--- config.mk ---
export PLATFORM = sky130hd
export DESIGN_NAME = zfba_ctrl
export DESIGN_NICKNAME = d
export VERILOG_FILES = /design/src/rtl/core/zfba_pkg.sv /design/src/rtl/core/zfba_ctrl.sv
export SDC_FILE = /design/constraint.sdc
export NUM_CORES = 1
export LEC_CHECK = 0
export BUFFER_PORTS_ARGS = -buffer_cell sky130_fd_sc_hd__buf_2
export CORE_UTILIZATION = 55
export CTS_BUF_LIST = sky130_fd_sc_hd__clkbuf_8
export DETAILED_ROUTE_END_ITERATION = 6
export PLACE_DENSITY = 0.85
export SETUP_SLACK_MARGIN = 0.05
export SLEW_MARGIN = 20
export SYNTH_ARGS = -nofsm -noshare
export SYNTH_HDL_FRONTEND = slang
export SYNTH_SLANG_ARGS = --single-unit
--- constraint.sdc ---
create_clock -name i_clk -period 4.8 [get_ports i_clk]
set_clock_uncertainty 0.1 [all_clocks]
set_input_delay 0.72 -clock i_clk [delete_from_list [all_inputs] [get_ports i_clk]]
set_output_delay 0.72 -clock i_clk [all_outputs]
set_load 0.02 [all_outputs]
--- src/rtl/core/zfba_pkg.sv ---
// zfba_pkg: shared types and constants of the zoned flash block allocator
// depends on nothing
package zfba_pkg;

    localparam int MAX_BLOCKS = 8192;
    localparam int MAX_ZONES  = 16;
    localparam int BLK_W      = $clog2(MAX_BLOCKS);
    // room for a zone start plus a full 14 bit zone size without wrap
    localparam int CNT_W      = BLK_W + 2;
    localparam int ZONE_W     = (MAX_ZONES > 1) ? $clog2(MAX_ZONES) : 1;
    localparam int CFG_W      = 14;
    localparam int WORD_W     = 64;
    localparam int WADDR_W    = BLK_W - $clog2(WORD_W);
    localparam int NWORDS     = MAX_BLOCKS / WORD_W;

    typedef enum logic [1:0] {
        K_GET   = 2'd0,
        K_PUT   = 2'd1,
        K_ZRST  = 2'd2,
        K_ARST  = 2'd3
    } t_kind;

    localparam logic [0:0] CFG_BLOCK_COUNT = 1'b0;
    localparam logic [0:0] CFG_ZONE_BLOCKS = 1'b1;

    typedef struct packed {
        logic [1:0]        kind;
        logic [ZONE_W-1:0] zone;
        logic [BLK_W-1:0]  block;
        logic              dirty_flag;
        logic [31:0]       random_word;
    } t_req;

    typedef struct packed {
        logic              found;
        logic [BLK_W-1:0]  granted_block;
        logic              granted_dirty;
    } t_rsp;

    // datapath commands, one per cycle at most
    typedef enum logic [2:0] {
        C_NONE,
        C_RD,     // read bitmap entry at position
        C_WRGET,  // mark position used in both maps and dirty
        C_WRPUT,  // put write
        C_FILL    // mark position used and dirty
    } t_cmd;

    typedef struct packed {
        t_cmd             cmd;
        logic [BLK_W-1:0] pos;
        logic             put_use_b;
        logic             put_clean;
    } t_dp_cmd;

    typedef struct packed {
        logic used_a;
        logic used_b;
        logic dirty;
    } t_dp_sts;

endpackage

--- src/rtl/core/zfba_ctrl.sv ---
// zfba_ctrl: sequencer for get, put and reset, walks the bitmap store
// depends on zfba_pkg
module zfba_ctrl (
    input  logic                          i_clk,
    input  logic                          i_rst_n,
    input  logic                          i_req_valid,
    output logic                          o_req_ready,
    input  zfba_pkg::t_req                i_req,
    output logic                          o_rsp_valid,
    input  logic                          i_rsp_ready,
    output zfba_pkg::t_rsp                o_rsp,
    input  logic [zfba_pkg::CFG_W-1:0]    i_block_count,
    input  logic [zfba_pkg::CFG_W-1:0]    i_zone_blocks,
    output zfba_pkg::t_dp_cmd             o_cmd,
    input  zfba_pkg::t_dp_sts             i_sts
);
    localparam int BW = zfba_pkg::BLK_W;
    localparam int CW = zfba_pkg::CNT_W;
    localparam int ZW = zfba_pkg::ZONE_W;

    typedef enum logic [3:0] {
        S_INIT, S_IDLE, S_BND, S_MOD, S_RD, S_CHK, S_PUTZ, S_PUTW, S_FILL, S_GRANT,
        S_RESP
    } t_state;

    t_state               r_state;
    zfba_pkg::t_req       r_req;
    logic [CW-1:0]        r_lo, r_n, r_bc, r_zb;
    logic [CW-1:0]        r_i;
    logic [CW-1:0]        r_off;
    logic [CW-1:0]        r_pos;
    logic [31:0]          r_rem;
    logic [5:0]           r_mstep;
    logic [1:0]           r_pass;    // 0 first map, 1 other map, 2 match pass
    logic                 r_map_b;
    logic [CW-1:0]        r_f;
    logic                 r_dirty_f;
    logic [zfba_pkg::MAX_ZONES-1:0] r_uses_b;
    logic                 r_rsp_valid;
    zfba_pkg::t_rsp       r_rsp;
    logic [ZW-1:0]        r_pz;

    logic [CW-1:0] bc_eff, zb_eff;
    always_comb begin
        bc_eff = (CW'(i_block_count) > CW'(zfba_pkg::MAX_BLOCKS)) ?
                 CW'(zfba_pkg::MAX_BLOCKS) : CW'(i_block_count);
        zb_eff = (i_zone_blocks == '0) ? CW'(1) : CW'(i_zone_blocks);
    end

    // next position in circular order
    logic [CW-1:0] n_off;
    assign n_off = (r_off + CW'(1) == r_n) ? '0 : r_off + CW'(1);

    // restoring remainder step: subtract n << (31 - step) when it fits
    logic [4:0]  mod_sh;
    logic [31:0] mod_sub;
    logic        mod_fits;
    assign mod_sh   = 5'd31 - r_mstep[4:0];
    assign mod_sub  = 32'(r_n) << mod_sh;
    assign mod_fits = (r_rem >> mod_sh) >= 32'(r_n);

    logic hit_free;
    assign hit_free = (r_map_b ? ~i_sts.used_b : ~i_sts.used_a) &&
                      (r_pass != 2'd2 || i_sts.dirty == r_req.dirty_flag);

    always_comb begin
        o_cmd = '0;
        o_cmd.pos = r_pos[BW-1:0];
        o_cmd.put_use_b = r_uses_b[r_pz];
        o_cmd.put_clean = ~r_req.dirty_flag;
        case (r_state)
            S_RD:    o_cmd.cmd = zfba_pkg::C_RD;
            S_GRANT: o_cmd.cmd = zfba_pkg::C_WRGET;
            S_FILL:  o_cmd.cmd = zfba_pkg::C_FILL;
            S_INIT:  o_cmd.cmd = zfba_pkg::C_FILL;
            S_PUTW:  o_cmd.cmd = zfba_pkg::C_WRPUT;
            default: o_cmd.cmd = zfba_pkg::C_NONE;
        endcase
    end

    assign o_req_ready = (r_state == S_IDLE) && !r_rsp_valid;
    assign o_rsp_valid = r_rsp_valid;
    assign o_rsp       = r_rsp;

    always_ff @(posedge i_clk) begin
        if (!i_rst_n) begin
            r_state     <= S_INIT;
            r_pos       <= '0;
            r_uses_b    <= '0;
            r_rsp_valid <= 1'b0;
        end else begin
            if (r_rsp_valid && i_rsp_ready) r_rsp_valid <= 1'b0;
            case (r_state)
                // clearing pass after reset: every block used and dirty
                S_INIT: begin
                    if (r_pos + CW'(1) >= CW'(zfba_pkg::MAX_BLOCKS)) r_state <= S_IDLE;
                    r_pos <= r_pos + CW'(1);
                end
                S_IDLE: begin
                    if (i_req_valid && o_req_ready) begin
                        r_req   <= i_req;
                        r_bc    <= bc_eff;
                        r_zb    <= zb_eff;
                        r_lo    <= '0;
                        r_i     <= '0;
                        r_rsp   <= '0;
                        r_pos   <= (zfba_pkg::t_kind'(i_req.kind) == zfba_pkg::K_ARST) ?
                                   '0 : CW'(i_req.block);
                        r_rem   <= i_req.random_word;
                        r_mstep <= '0;
                        r_pz    <= '0;
                        case (zfba_pkg::t_kind'(i_req.kind))
                            zfba_pkg::K_PUT: r_state <= S_PUTZ;
                            zfba_pkg::K_ARST: begin
                                r_n   <= CW'(zfba_pkg::MAX_BLOCKS);
                                r_state <= S_FILL;
                                r_uses_b <= '0;
                            end
                            default: r_state <= S_BND;
                        endcase
                    end
                end
                // zone bounds: lo = zone*zb by repeated add over zone count
                S_BND: begin
                    if (r_i[ZW-1:0] == r_req.zone || r_i >= CW'(zfba_pkg::MAX_ZONES)) begin
                        if (r_lo >= r_bc || r_i >= CW'(zfba_pkg::MAX_ZONES)) begin
                            r_state <= S_RESP;
                        end else begin
                            if (r_req.zone == ZW'(zfba_pkg::MAX_ZONES - 1) ||
                                r_lo + r_zb > r_bc)
                                r_n <= r_bc - r_lo;
                            else
                                r_n <= r_zb;
                            r_state <= S_MOD;
                            r_mstep <= '0;
                        end
                    end else begin
                        r_lo <= (r_lo + r_zb > r_bc) ? r_bc : r_lo + r_zb;
                        r_i  <= r_i + CW'(1);
                    end
                end
                // random_word mod n, restoring, one bit a cycle; a zone reset starts its fill here instead
                S_MOD: begin
                    if (zfba_pkg::t_kind'(r_req.kind) == zfba_pkg::K_ZRST) begin
                        r_pos   <= r_lo;
                        r_n     <= r_lo + r_n;
                        r_uses_b[r_req.zone] <= 1'b0;
                        r_state <= S_FILL;
                    end else begin
                        if (mod_fits) r_rem <= r_rem - mod_sub;
                        if (r_mstep == 6'd31) begin
                            r_state <= S_RD;
                            r_pass  <= 2'd0;
                            r_map_b <= r_uses_b[r_req.zone];
                            r_i     <= '0;
                        end else begin
                            r_mstep <= r_mstep + 6'd1;
                        end
                    end
                end
                S_RD: begin
                    if (r_mstep == 6'd31) begin
                        r_off <= r_rem[CW-1:0];
                        r_pos <= r_lo + r_rem[CW-1:0];
                        r_mstep <= '0;
                    end else begin
                        r_state <= S_CHK;
                    end
                end
                S_CHK: begin
                    if (hit_free) begin
                        if (r_pass == 2'd2) begin
                            r_state <= S_GRANT;
                            r_rsp.granted_dirty <= i_sts.dirty;
                        end else begin
                            r_f <= r_pos;
                            r_dirty_f <= i_sts.dirty;
                            r_pass <= 2'd2;
                            r_i <= '0;
                            r_state <= S_RD;
                        end
                    end else if (r_i + CW'(1) == r_n) begin
                        r_i <= '0;
                        if (r_pass == 2'd0) begin
                            r_off   <= n_off;
                            r_pos   <= r_lo + n_off;
                            r_pass  <= 2'd1;
                            r_map_b <= ~r_map_b;
                            r_uses_b[r_req.zone] <= ~r_uses_b[r_req.zone];
                            r_state <= S_RD;
                        end else if (r_pass == 2'd2) begin
                            r_pos <= r_f;
                            r_rsp.granted_dirty <= r_dirty_f;
                            r_state <= S_GRANT;
                        end else begin
                            r_state <= S_RESP;
                        end
                    end else begin
                        r_i <= r_i + CW'(1);
                        r_off <= n_off;
                        r_pos <= r_lo + n_off;
                        r_state <= S_RD;
                    end
                end
                S_GRANT: begin
                    r_rsp.found <= 1'b1;
                    r_rsp.granted_block <= r_pos[BW-1:0];
                    r_state <= S_RESP;
                end
                // put: find the zone of the block by stepping zone bounds
                S_PUTZ: begin
                    if (r_pos >= r_bc) begin
                        r_state <= S_RESP;
                    end else if (r_lo + r_zb > r_pos || r_pz == ZW'(zfba_pkg::MAX_ZONES - 1)) begin
                        r_state <= S_PUTW;
                    end else begin
                        r_lo <= r_lo + r_zb;
                        r_pz <= r_pz + ZW'(1);
                    end
                end
                S_PUTW: begin
                    r_state <= S_RESP;
                end
                S_FILL: begin
                    if (r_pos + CW'(1) >= r_n) r_state <= S_RESP;
                    r_pos <= r_pos + CW'(1);
                end
                S_RESP: begin
                    r_rsp_valid <= 1'b1;
                    r_state <= S_IDLE;
                end
                default: r_state <= S_IDLE;
            endcase
        end
    end

    a_rsp_hold: assert property (@(posedge i_clk) disable iff (!i_rst_n)
        r_rsp_valid && !i_rsp_ready |=> r_rsp_valid) else $error("rsp dropped");
    a_no_accept_busy: assert property (@(posedge i_clk) disable iff (!i_rst_n)
        r_state != S_IDLE |-> !o_req_ready) else $error("accept while busy");
    a_found_get: assert property (@(posedge i_clk) disable iff (!i_rst_n)
        r_rsp_valid && r_rsp.found |-> r_req.kind == zfba_pkg::K_GET)
        else $error("found on non-get");
endmodule

# Yosys cells after proc, flatten, opt, wreduce, memory -nomap -nowiden
# Index checks and enable logic that the tools add are counted.
[word_totals] regBits=209 in_bits=87 out_inout_bits=35
[op_classes] addsub=12 order_cmp=12 eq_ne=49 shift=2 mux=105 bitwise=8 n_reduce_logical=46
[op_table] operator="15-bit two-way mux" count=29
[op_table] operator="16-bit two-way mux" count=6
[op_table] operator="32-bit two-way mux" count=3
[op_table] operator="15-bit case mux with 3 select lines" count=2
[op_table] operator="15-bit case mux with 5 select lines" count=1
[op_table] operator="4-bit two-way mux" count=17
[op_table] operator="32-bit case mux with 2 select lines" count=1
[op_table] operator="15-bit adder" count=4
[op_table] operator="15-bit case mux with 4 select lines" count=1
[op_table] operator="16-bit case mux with 3 select lines" count=1
[op_table] operator="15-bit by 1-bit adder with 15-bit output (second input constant)" count=3
[op_table] operator="15-bit greater-or-equal comparator" count=3
[op_table] operator="7-bit AND reduction" count=6
[op_table] operator="2-bit inequality test (second input constant)" count=19
[op_table] operator="6-bit two-way mux" count=6
[op_table] operator="4-bit case mux with 9 select lines" count=1
[op_table] operator="32-bit by 15-bit greater-or-equal comparator with 1-bit output" count=1
[op_table] operator="15-bit by 5-bit left shift with 32-bit output" count=1
[op_table] operator="32-bit by 5-bit right shift with 32-bit output" count=1
[op_table] operator="32-bit subtractor" count=1
[op_table] operator="15-bit == test" count=2
[op_table] operator="15-bit > comparator" count=2
[op_table] operator="15-bit case mux with 2 select lines" count=1
[op_table] operator="14-bit case mux with 2 select lines" count=1
[op_table] operator="other kinds (50)" count=121

# Logic depth before layout (Yosys ltp)
# Gate-level depths: netlist of the first run.
[logic_depth] depth_word=9 mapped_depth=24 mapped_depth_nobuf=21

# Least setup slack after synthesis of the first run
# No wires, ideal clock.
[synth_timing] path_type="reg-to-reg" startpoint="register r_mstep[0]" endpoint="register r_rem[0], enable pin" setup_time_ns=0.411 arrival_ns=4.409 t_required_ns=4.289 setup_slack_ns=-0.119 path_stages_with_launch=22 cell_sequence="edfxtp_1 -> clkbuf_1 -> buf_1 -> buf_2 -> buf_2 -> mux2i_1 -> nand2_1 -> nand2_1 -> nor2_1 -> a311oi_1 -> a21oi_1 -> a21oi_1 -> ha_1 -> nand2b_1 -> a21o_1 -> a21o_1 -> a21o_1 -> a211oi_1 -> o21ai_0 -> o2111ai_1 -> a21boi_0 -> o21a_1"
[synth_via] elab_chain_len=5
[synth_lines] item="start: declaration" line="zfba_ctrl.sv:33" rtl="logic [5:0] r_mstep;"
[synth_lines] item="start signal: assignment" line="zfba_ctrl.sv:157" rtl="r_mstep <= r_mstep + 6'd1;"
[synth_lines] item="5-bit subtractor" line="zfba_ctrl.sv:58" rtl="assign mod_sh = 5'd31 - r_mstep[4:0];"
[synth_lines] item="32-bit by 5-bit right shift with 32-bit output" line="zfba_ctrl.sv:60" rtl="assign mod_fits = (r_rem >> mod_sh) >= 32'(r_n);"
[synth_lines] item="32-bit by 15-bit greater-or-equal comparator with 1-bit output" line="zfba_ctrl.sv:60"
[synth_lines] item="2-bit inequality test (no source line)"
[synth_lines] item="5-bit AND reduction (no source line)"
[synth_lines] item="end signal: assignment" line="zfba_ctrl.sv:109" rtl="r_rem <= i_req.random_word;"
[synth_lines] item="end signal: assignment" line="zfba_ctrl.sv:150" rtl="if (mod_fits) r_rem <= r_rem - mod_sub;"
[synth_lines] item="end: declaration" line="zfba_ctrl.sv:32" rtl="logic [31:0] r_rem;"
# Every way passes these cells.
# A chain may end at the register's enable or synchronous reset.

# Worst setup path in the final report of the first run
[layout_timing] startpoint="register r_zb[0]" endpoint="register r_n[10], data pin"
[layout_via] elab_chain_len=7
[layout_lines] item="start: declaration" line="zfba_ctrl.sv:28" rtl="logic [CW-1:0] r_lo, r_n, r_bc, r_zb;"
[layout_lines] item="start signal: assignment" line="zfba_ctrl.sv:103" rtl="r_zb <= zb_eff;"
[layout_lines] item="15-bit adder" line="zfba_ctrl.sv:130" rtl="r_lo + r_zb > r_bc)"
[layout_lines] item="15-bit > comparator" line="zfba_ctrl.sv:130"
[layout_lines] item="1-bit logical OR" line="zfba_ctrl.sv:129" rtl="if (r_req.zone == ZW'(zfba_pkg::MAX_ZONES - 1) ||"
[layout_lines] item="15-bit two-way mux" line="zfba_ctrl.sv:129"
[layout_lines] item="15-bit two-way mux" line="zfba_ctrl.sv:126" rtl="if (r_lo >= r_bc || r_i >= CW'(zfba_pkg::MAX_ZONES)) begin"
[layout_lines] item="15-bit two-way mux" line="zfba_ctrl.sv:125" rtl="if (r_i[ZW-1:0] == r_req.zone || r_i >= CW'(zfba_pkg::MAX_ZONES)) begin"
[layout_lines] item="15-bit case mux with 3 select lines" line="zfba_ctrl.sv:93" rtl="case (r_state)"
[layout_lines] item="end signal: assignment" line="zfba_ctrl.sv:131" rtl="r_n <= r_bc - r_lo;"
[layout_lines] item="end signal: assignment" line="zfba_ctrl.sv:133" rtl="r_n <= r_zb;"
[layout_lines] item="end signal: assignment" line="zfba_ctrl.sv:146" rtl="r_n <= r_lo + r_n;"
[layout_lines] item="end: declaration" line="zfba_ctrl.sv:28"
# Every way passes these cells. The select of a mux whose other input is x is not followed.

==> results of run 1 <==
area by class of cell:
type,instances,share of cell area (%)
inverters,112,1.85
well taps,461,2.54
repair buffers,239,6.92
flip-flops and latches,207,25.8
clock inverters,27,0.728
clock buffers,45,2.73
multi-input cells,1892,59.4
metrics by stage:
stage / hold WS [ns] / cells / total power [mW]
2_1_floorplan: 0.379 / 2360 / 6.39
3_3_place_gp: 0.397 / 2899 / 8.01
6_report: 0.191 / 2983 / 10.3
4_1_cts: 0.164 / 2971 / 9.97
5_1_grt: 0.181 / 2983 / 10.8
3_5_place_dp: 0.419 / 2899 / 8.14
worst max path at each step:
stage	from	end	slack (ns)
global placement	r_off[2]	r_pos[14]	0.06
global route	r_off[0]	r_pos[14]	-0.02
CTS	r_off[2]	r_pos[14]	0.04
floorplan	r_mstep[0]	r_rem[30]	0.06
detailed placement	r_off[2]	r_pos[14]	-0.02
finish	r_zb[0]	r_n[10]	0.17
power by group through the flow:
stage | Combinational (mW) | Sequential [mW] | Clock, mW
after CTS | 5.52 | 2.62 | 1.83
after floorplan | 3.95 | 2.44 | 0
final | 5.78 | 2.65 | 1.82
after global routing | 6.22 | 2.66 | 1.91
after global placement | 5.36 | 2.65 | 0
after detailed placement | 5.48 | 2.65 | 0
registers in the layout, indices dropped and copies added, names as in the netlist, 7 cells and up:
register  cells
o_rsp        15
r_lo         15
r_rem        32
r_f          15
r_uses_b     16
r_pos        15
r_zb         14
r_off        15
r_bc         14
r_i          15
r_n          15
r_req         7
repair_timing:
action	4_1_cts	5_1_grt
endpoints found under the setup margin	16	79
cloned	0	1
gates resized for setup	3	40
buffers inserted	0	11
pin swaps	0	9
metal layers:
metal,global-route usage (%),wire [um],up-vias
li1,-,-,9040
met2,60.1,33200,1206
met3,7.32,7690,200
met1,50.7,29500,9571
met4,17.2,3320,0
met5,0,0,-
critical path, cell delays in order, from the launching register on:
cell	delay, ns
edfxtp_1	0.36
ha_2	0.20
inv_1	0.06
fa_2	0.40
nor2b_1	0.12
o21ai_1	0.11
a21boi_2	0.18
o311a_1	0.25
buf_4	0.13
o21a_1	0.10
nor2_1	0.04
xnor2_1	0.46
ha_1	0.35
nand2_1	0.10
nor4_2	0.06
nor4_1	0.26
a21o_1	0.29
a211o_1	0.13
buf_4	0.23
mux2i_1	0.24
o22ai_1	0.12
cell usage after synthesis (8+ instances only):
library cell  number
nand2_1          241
o21ai_0          181
ha_1             180
nor2_1           173
edfxtp_1         171
a21oi_1          149
inv_1            108
clkbuf_1          93
xnor2_1           91
nand3_1           75
mux2i_1           69
xor2_1            55
nor3_1            51
nor2b_1           44
o211ai_1          42
a21o_1            37
dfxtp_1           36
and3_1            33
nand2b_1          31
and2_1            27
nand4_1           27
a211oi_1          26
mux4_2            24
o22ai_1           24
o31ai_1           22
mux2_2            20
o21a_1            20
buf_1             19
nor4_1            18
a22o_1            17
a31oi_1           17
buf_2             17
buf_4             15
or3_1             14
a22oi_1           11
a211o_1           10
o221ai_1          10
a311oi_1           9
or2_2              8
kinds of logic (layout without fill, tap and decap cells):
kind of cell             count (synthesis)  count (layout)
AND/OR/NAND/NOR                        782             782
XOR/XNOR                               148             148
AO/OA/AOI/OAI                          662             662
multiplexers                           114             114
adder cells (fa/ha/maj)                186             186
flip-flops                             207             207
buffers and inverters                  261             423
==> flow_metrics.env, run 1 <==
export IMPL_max_freq_ghz=0.216
export IMPL_final_cell_mix="240 x nand2_1, 178 x ha_1, 174 x o21ai_0"
export IMPL_drtIter0Drc=2231
export IMPL_min_period_over_period_pct=96.4
export IMPL_setup_viol=0
export IMPL_tns_ns=0
export IMPL_worstPathMaxFanout=13
export IMPL_clk_path_buf_depth=3
export IMPL_ant_nets=0
export IMPL_overflow=0
export IMPL_antenna_found_initial=0
export IMPL_yosys_area_share_simple_pct=18.8
export IMPL_cp_data_arrival_time_ns=4.82
export IMPL_synth_edf_count=171
export IMPL_p_leak_nw=9.46
export IMPL_startpoint_type="register"
export IMPL_synthMuxAreaShare_pct=7.28
export IMPL_power_switching_mw=4.81
export IMPL_status="complete, no violations"
export IMPL_viasPerCell=6.71
export IMPL_grt_setup_unrepaired="true"
export IMPL_synth_area_leader_cell="edfxtp_1"
export IMPL_yosysSeqAreaShare_pct=29.0
export IMPL_dr_pass1_iters=7
export IMPL_track_usage_pct=38.1
export IMPL_synth_seq_cells=207
export IMPL_p_comb_share_pct=56.4
export IMPL_die_width_um=194
export IMPL_vias=20000
export IMPL_fill_cells=3037
export IMPL_synth_top_area_share_pct=25.4
export IMPL_coreArea_um2=35800
export IMPL_port_buffer_count=121
export IMPL_wire_per_inst_um=24.7
export IMPL_worstRegToRegCells=20
export IMPL_intPower_mw=5.44
export IMPL_worstSetupPathType="reg2reg"
export IMPL_finish_instance_area_um2=22700
export IMPL_routabilityCongestion=0.986
export IMPL_nNetsFinal=2765
export IMPL_seqPwrFrac_pct=25.9
export IMPL_synthArstFlopShare_pct=0
export IMPL_syn_avg_cell_area_um2=8.56
export IMPL_synthCells=2360
export IMPL_synth_compound_area_share_pct=21.2
export IMPL_power_density_nw_per_um2=452
export IMPL_cts_inserted_buffers=40
export IMPL_cts_max_level=2
export IMPL_syn_cell_area_um2=20200
export IMPL_dp_hpwl_mm=56.5
export IMPL_synthAdderAreaFrac_pct=11.7
export IMPL_slew_headroom_pct=28.0
export IMPL_multi_input_area_um2=13500
export IMPL_seqCellArea_um2=5860
export IMPL_pwr_share_clk_pct=17.8
export IMPL_synth_top_family_by_area="compound AO/OA/AOI/OAI gates"
export IMPL_pre_cts_slack_ns=-0.0196
export IMPL_clkLatencyLatePin_ns=0.61
export IMPL_hold_depth=1
export IMPL_area_growth_synth_to_final_pct=12.3
export IMPL_setup_ws_ns=0.172
export IMPL_io_pins=122
export IMPL_hp_start="i_req[32]"
export IMPL_cap_violations=0
export IMPL_r2r_slack_ns=0.17
export IMPL_tritoncts="done"
export IMPL_start_util_pct=56.4
export IMPL_maxSlewViolCount=0
export IMPL_ys_types=89
export IMPL_hold_end="r_req[32]"
export IMPL_cts_sinks=207
export IMPL_drc=0
export IMPL_place_area_um2=21600
export IMPL_final_common_cell="nand2_1"
export IMPL_cts_root_buffer="clkbuf_8"
export IMPL_rows=69
export IMPL_cts_clk_slew_worst_paths_ns=0.06
export IMPL_hold_path_class="in2reg"
export IMPL_synth_xor_area_share_pct=6.55
export IMPL_dieArea_um2=37500
export IMPL_sw_frac_of_total_pct=46.9
export IMPL_crit_path_end_kind="register"
export IMPL_synth_flop_cell="edfxtp_1"
export IMPL_routed_wl_mm=73.6
export IMPL_synth_nets=2633
export IMPL_finalHoldViolCount=0
export IMPL_grt_pass1_vias=18600
export IMPL_grt_first_pass_wirelength_mm=110
export IMPL_ir_drop_uv=245
export IMPL_grt_max_degree=84
export IMPL_ctsHoldBuffers=0
export IMPL_die_h_um=194
export IMPL_n_antenna_cell=0
export IMPL_fin_util_pct=63.3
export IMPL_yosysWarnings=0
export IMPL_period_needed_ns=4.63
export IMPL_layout_drive_gt1_share_pct=16.3
export IMPL_reg2reg_from="r_zb[0]"
export IMPL_required_ns=4.99
export IMPL_synth_area_leaders="edfxtp_1 25%, ha_1 11%, o21ai_0 4.5%, nand2_1 4.5%, xnor2_1 3.9%"
export IMPL_r2r_end="r_n[10]"
export IMPL_worstMarginPinSlew_ns=1.08
Power figures use the tool's default switching activity.
==> run 2: changes to the inputs <==
--- a/config.mk
+++ b/config.mk
@@ -11,6 +11,7 @@
 export DETAILED_ROUTE_END_ITERATION = 6
 export PLACE_DENSITY = 0.85
 export SETUP_SLACK_MARGIN = 0.05
+export SKIP_LAST_GASP = 1
 export SLEW_MARGIN = 20
 export SYNTH_ARGS = -nofsm -noshare
 export SYNTH_HDL_FRONTEND = slang
==> constraint.sdc (replaced) <==
create_clock -name i_clk -period 4.8 [get_ports i_clk]
set_clock_uncertainty 0.1 [all_clocks]
set_input_delay 0.96 -clock i_clk [delete_from_list [all_inputs] [get_ports i_clk]]
set_output_delay 0.96 -clock i_clk [all_outputs]
set_load 0.02 [all_outputs]
==> run 2 against run 1 <==
Compared with the run above: first-iteration DRC count increased by 11%; combinational power decreased by 3%; flip-flop and latch count unchanged; sequential share of layout area increased by 0.33 points; fmax shrank 1.2%; clock power down 7%; register-to-register slack worse by 0.05 ns; non-clock buffer count down 25; cell count decreased by 0.80%; utilization fell by 0.79 points; total power shrank 2.7%.
==> flow_metrics.env, run 2 (same netlist as run 1, synthesis figures left out) <==
export IMPL_status="complete, no violations"
export IMPL_dp_hpwl_mm=53.6
export IMPL_ir_drop_uv=231
export IMPL_place_area_um2=21500
export IMPL_regMostFlops="r_rem"
export IMPL_vias=19900
export IMPL_largest_register_ff_count=32
export IMPL_worstPathMaxFanout=15
export IMPL_area_growth_synth_to_final_pct=10.9
export IMPL_crit_chain="ha_1 > nor2b_1 > o21ai_2 > a21boi_2 > o311a_1 > o211a_1 > or3_4 > and2_2 > ha_1 > nand4_1 > or2_2 > nor3_2 > a21oi_2 > o31a_1 > a21oi_2 > buf_12"
export IMPL_slew_headroom_pct=26.5
export IMPL_pwr_share_clk_pct=17.0
export IMPL_p_comb_share_pct=56.4
export IMPL_cts_clk_slew_worst_paths_ns=0.06
export IMPL_slowest_stage="edfxtp_1"
export IMPL_clk_path_buf_depth=3
export IMPL_worstMarginPinSlew_ns=1.09
export IMPL_clkLatencyLatePin_ns=0.62
export IMPL_wire_per_inst_um=23.6
export IMPL_min_period_over_period_pct=97.5
export IMPL_coreArea_um2=35800
export IMPL_antenna_found_initial=1
export IMPL_tritoncts="done"
export IMPL_worstSetupPathType="reg2reg"
export IMPL_dp_cells=2880
export IMPL_power_density_nw_per_um2=445
export IMPL_maxSlewViolCount=0
export IMPL_final_cells=2959
export IMPL_intPower_mw=5.27
export IMPL_power_switching_mw=4.70
export IMPL_die_width_um=194
export IMPL_cts_max_level=2
export IMPL_worst_path_buf_inv=1
export IMPL_grt_setup_unrepaired="true"
export IMPL_die_h_um=194
export IMPL_start_util_pct=56.4
export IMPL_ant_nets=0
export IMPL_finish_instance_area_um2=22400
export IMPL_track_usage_pct=36.2
export IMPL_nNetsFinal=2741
export IMPL_cp_top_family="compound AO/OA/AOI/OAI gates"
export IMPL_final_cell_mix="240 x nand2_1, 179 x ha_1, 177 x o21ai_0"
export IMPL_viasPerCell=6.72
export IMPL_required_ns=5.01
export IMPL_dr_pass1_iters=6
export IMPL_layout_drive_gt1_share_pct=15.2
export IMPL_dieArea_um2=37500
export IMPL_n_antenna_cell=0
export IMPL_cts_inserted_buffers=41
export IMPL_routed_wl_mm=69.8
export IMPL_seqPwrFrac_pct=26.6
export IMPL_rows=69
export IMPL_cap_violations=0
export IMPL_grt_first_pass_wirelength_mm=106
export IMPL_overflow=0
export IMPL_grt_pass1_vias=18800
export IMPL_setup_viol=0
export IMPL_slowest_delay_ns=0.44
export IMPL_period_needed_ns=4.68
export IMPL_startpoint_type="register"
export IMPL_max_freq_ghz=0.214
export IMPL_hold_path_class="in2reg"
export IMPL_grt_max_degree=84
export IMPL_port_buffer_count=121
export IMPL_cts_sinks=207
export IMPL_cts_root_buffer="clkbuf_8"
export IMPL_drc=0
export IMPL_crit_path_end_kind="register"
export IMPL_final_common_cell="nand2_1"
export IMPL_p_leak_nw=9.33
export IMPL_sw_frac_of_total_pct=47.1
export IMPL_reg_top3="r_rem: 32 flops, r_uses_b: 16 flops"
export IMPL_routabilityCongestion=1.05
export IMPL_finalHoldViolCount=0
export IMPL_power_mw=9.98
export IMPL_io_pins=122
export IMPL_cp_data_arrival_time_ns=4.89
export IMPL_drtIter0Drc=2486
-- run 2: changes by cell type in the layout (fill, tap and decap cells not counted), moves of 2 or more --
cell / change
a21oi_2: +2
and3_2: +2
buf_4: -24
clkbuf_8: -3
clkinv_1: -2
clkinv_2: -2
inv_1: +8
o21ai_0: +3
o21ai_1: -4
-- run 2: layout make-up --
class	instances	area, um2
sequential	207	5860
multi-input combinational	1892	13500
fill	3036	13400
timing repair buffer	214	1370
clock inverter	31	155
tap	461	577
clock buffer	42	578
inverter	112	420
-- run 2: layer usage --
metal	wire, um	vias up	share of wire [%]	track usage [%]
met5	0	-	0	0
met2	30500	1247	44	55.9
met3	7780	262	11	8.49
met4	4500	0	6.5	20.9
li1	-	8990	-	-
met1	27000	9396	39	46.5
-- run 2: path summary, 6_finish.rpt --
path | start | end | slack, ns | cells after the start
worst min register to register | r_uses_b[0] | r_uses_b[0] | 0.43 | 2
worst max register to register | r_zb[2] | r_lo[12] | 0.12 | 16
worst max-delay path | r_zb[2] | r_lo[12] | 0.12 | 16
worst min-delay path | i_req[32] | r_req[32] | 0.43 | 1
-- run 2: per-stage QoR --
stage | hold WS, ns | util [%] | worst slack [ns] | setup TNS [ns]
after global placement | 0.404 | 60.0 | 0.126 | 0
after detailed placement | 0.423 | 60.0 | 0.0239 | 0
final | 0.433 | 62.5 | 0.118 | 0
after global routing | 0.409 | 62.5 | -0.0558 | -0.223
after CTS | 0.393 | 62.1 | 0.0509 | 0
after floorplan | 0.379 | - | 0.0563 | 0
-- run 2: what timing repair did --
item,CTS,global route
gates resized for setup,2,34
endpoints found under the setup margin,1,91
hold buffers,0,0
setup buffers,1,5
pin swaps,0,4
-- run 2: power groups by stage --
stage / clock, mW / combinational, mW / sequential (mW)
floorplan: 0 / 3.95 / 2.44
global placement: 0 / 5.22 / 2.65
detailed placement: 0 / 5.36 / 2.66
CTS: 1.71 / 5.41 / 2.62
global route: 1.79 / 6.07 / 2.66
finish: 1.70 / 5.63 / 2.65
-- run 2: worst reg2reg max path, stage by stage (launching register included) --
cell	delay, ns
edfxtp_1	0.44
ha_1	0.36
nor2b_1	0.16
o21ai_2	0.18
a21boi_2	0.10
o311a_1	0.40
o211a_1	0.26
or3_4	0.39
and2_2	0.24
ha_1	0.30
nand4_1	0.08
or2_2	0.31
nor3_2	0.22
a21oi_2	0.10
o31a_1	0.33
a21oi_2	0.20
buf_12	0.19
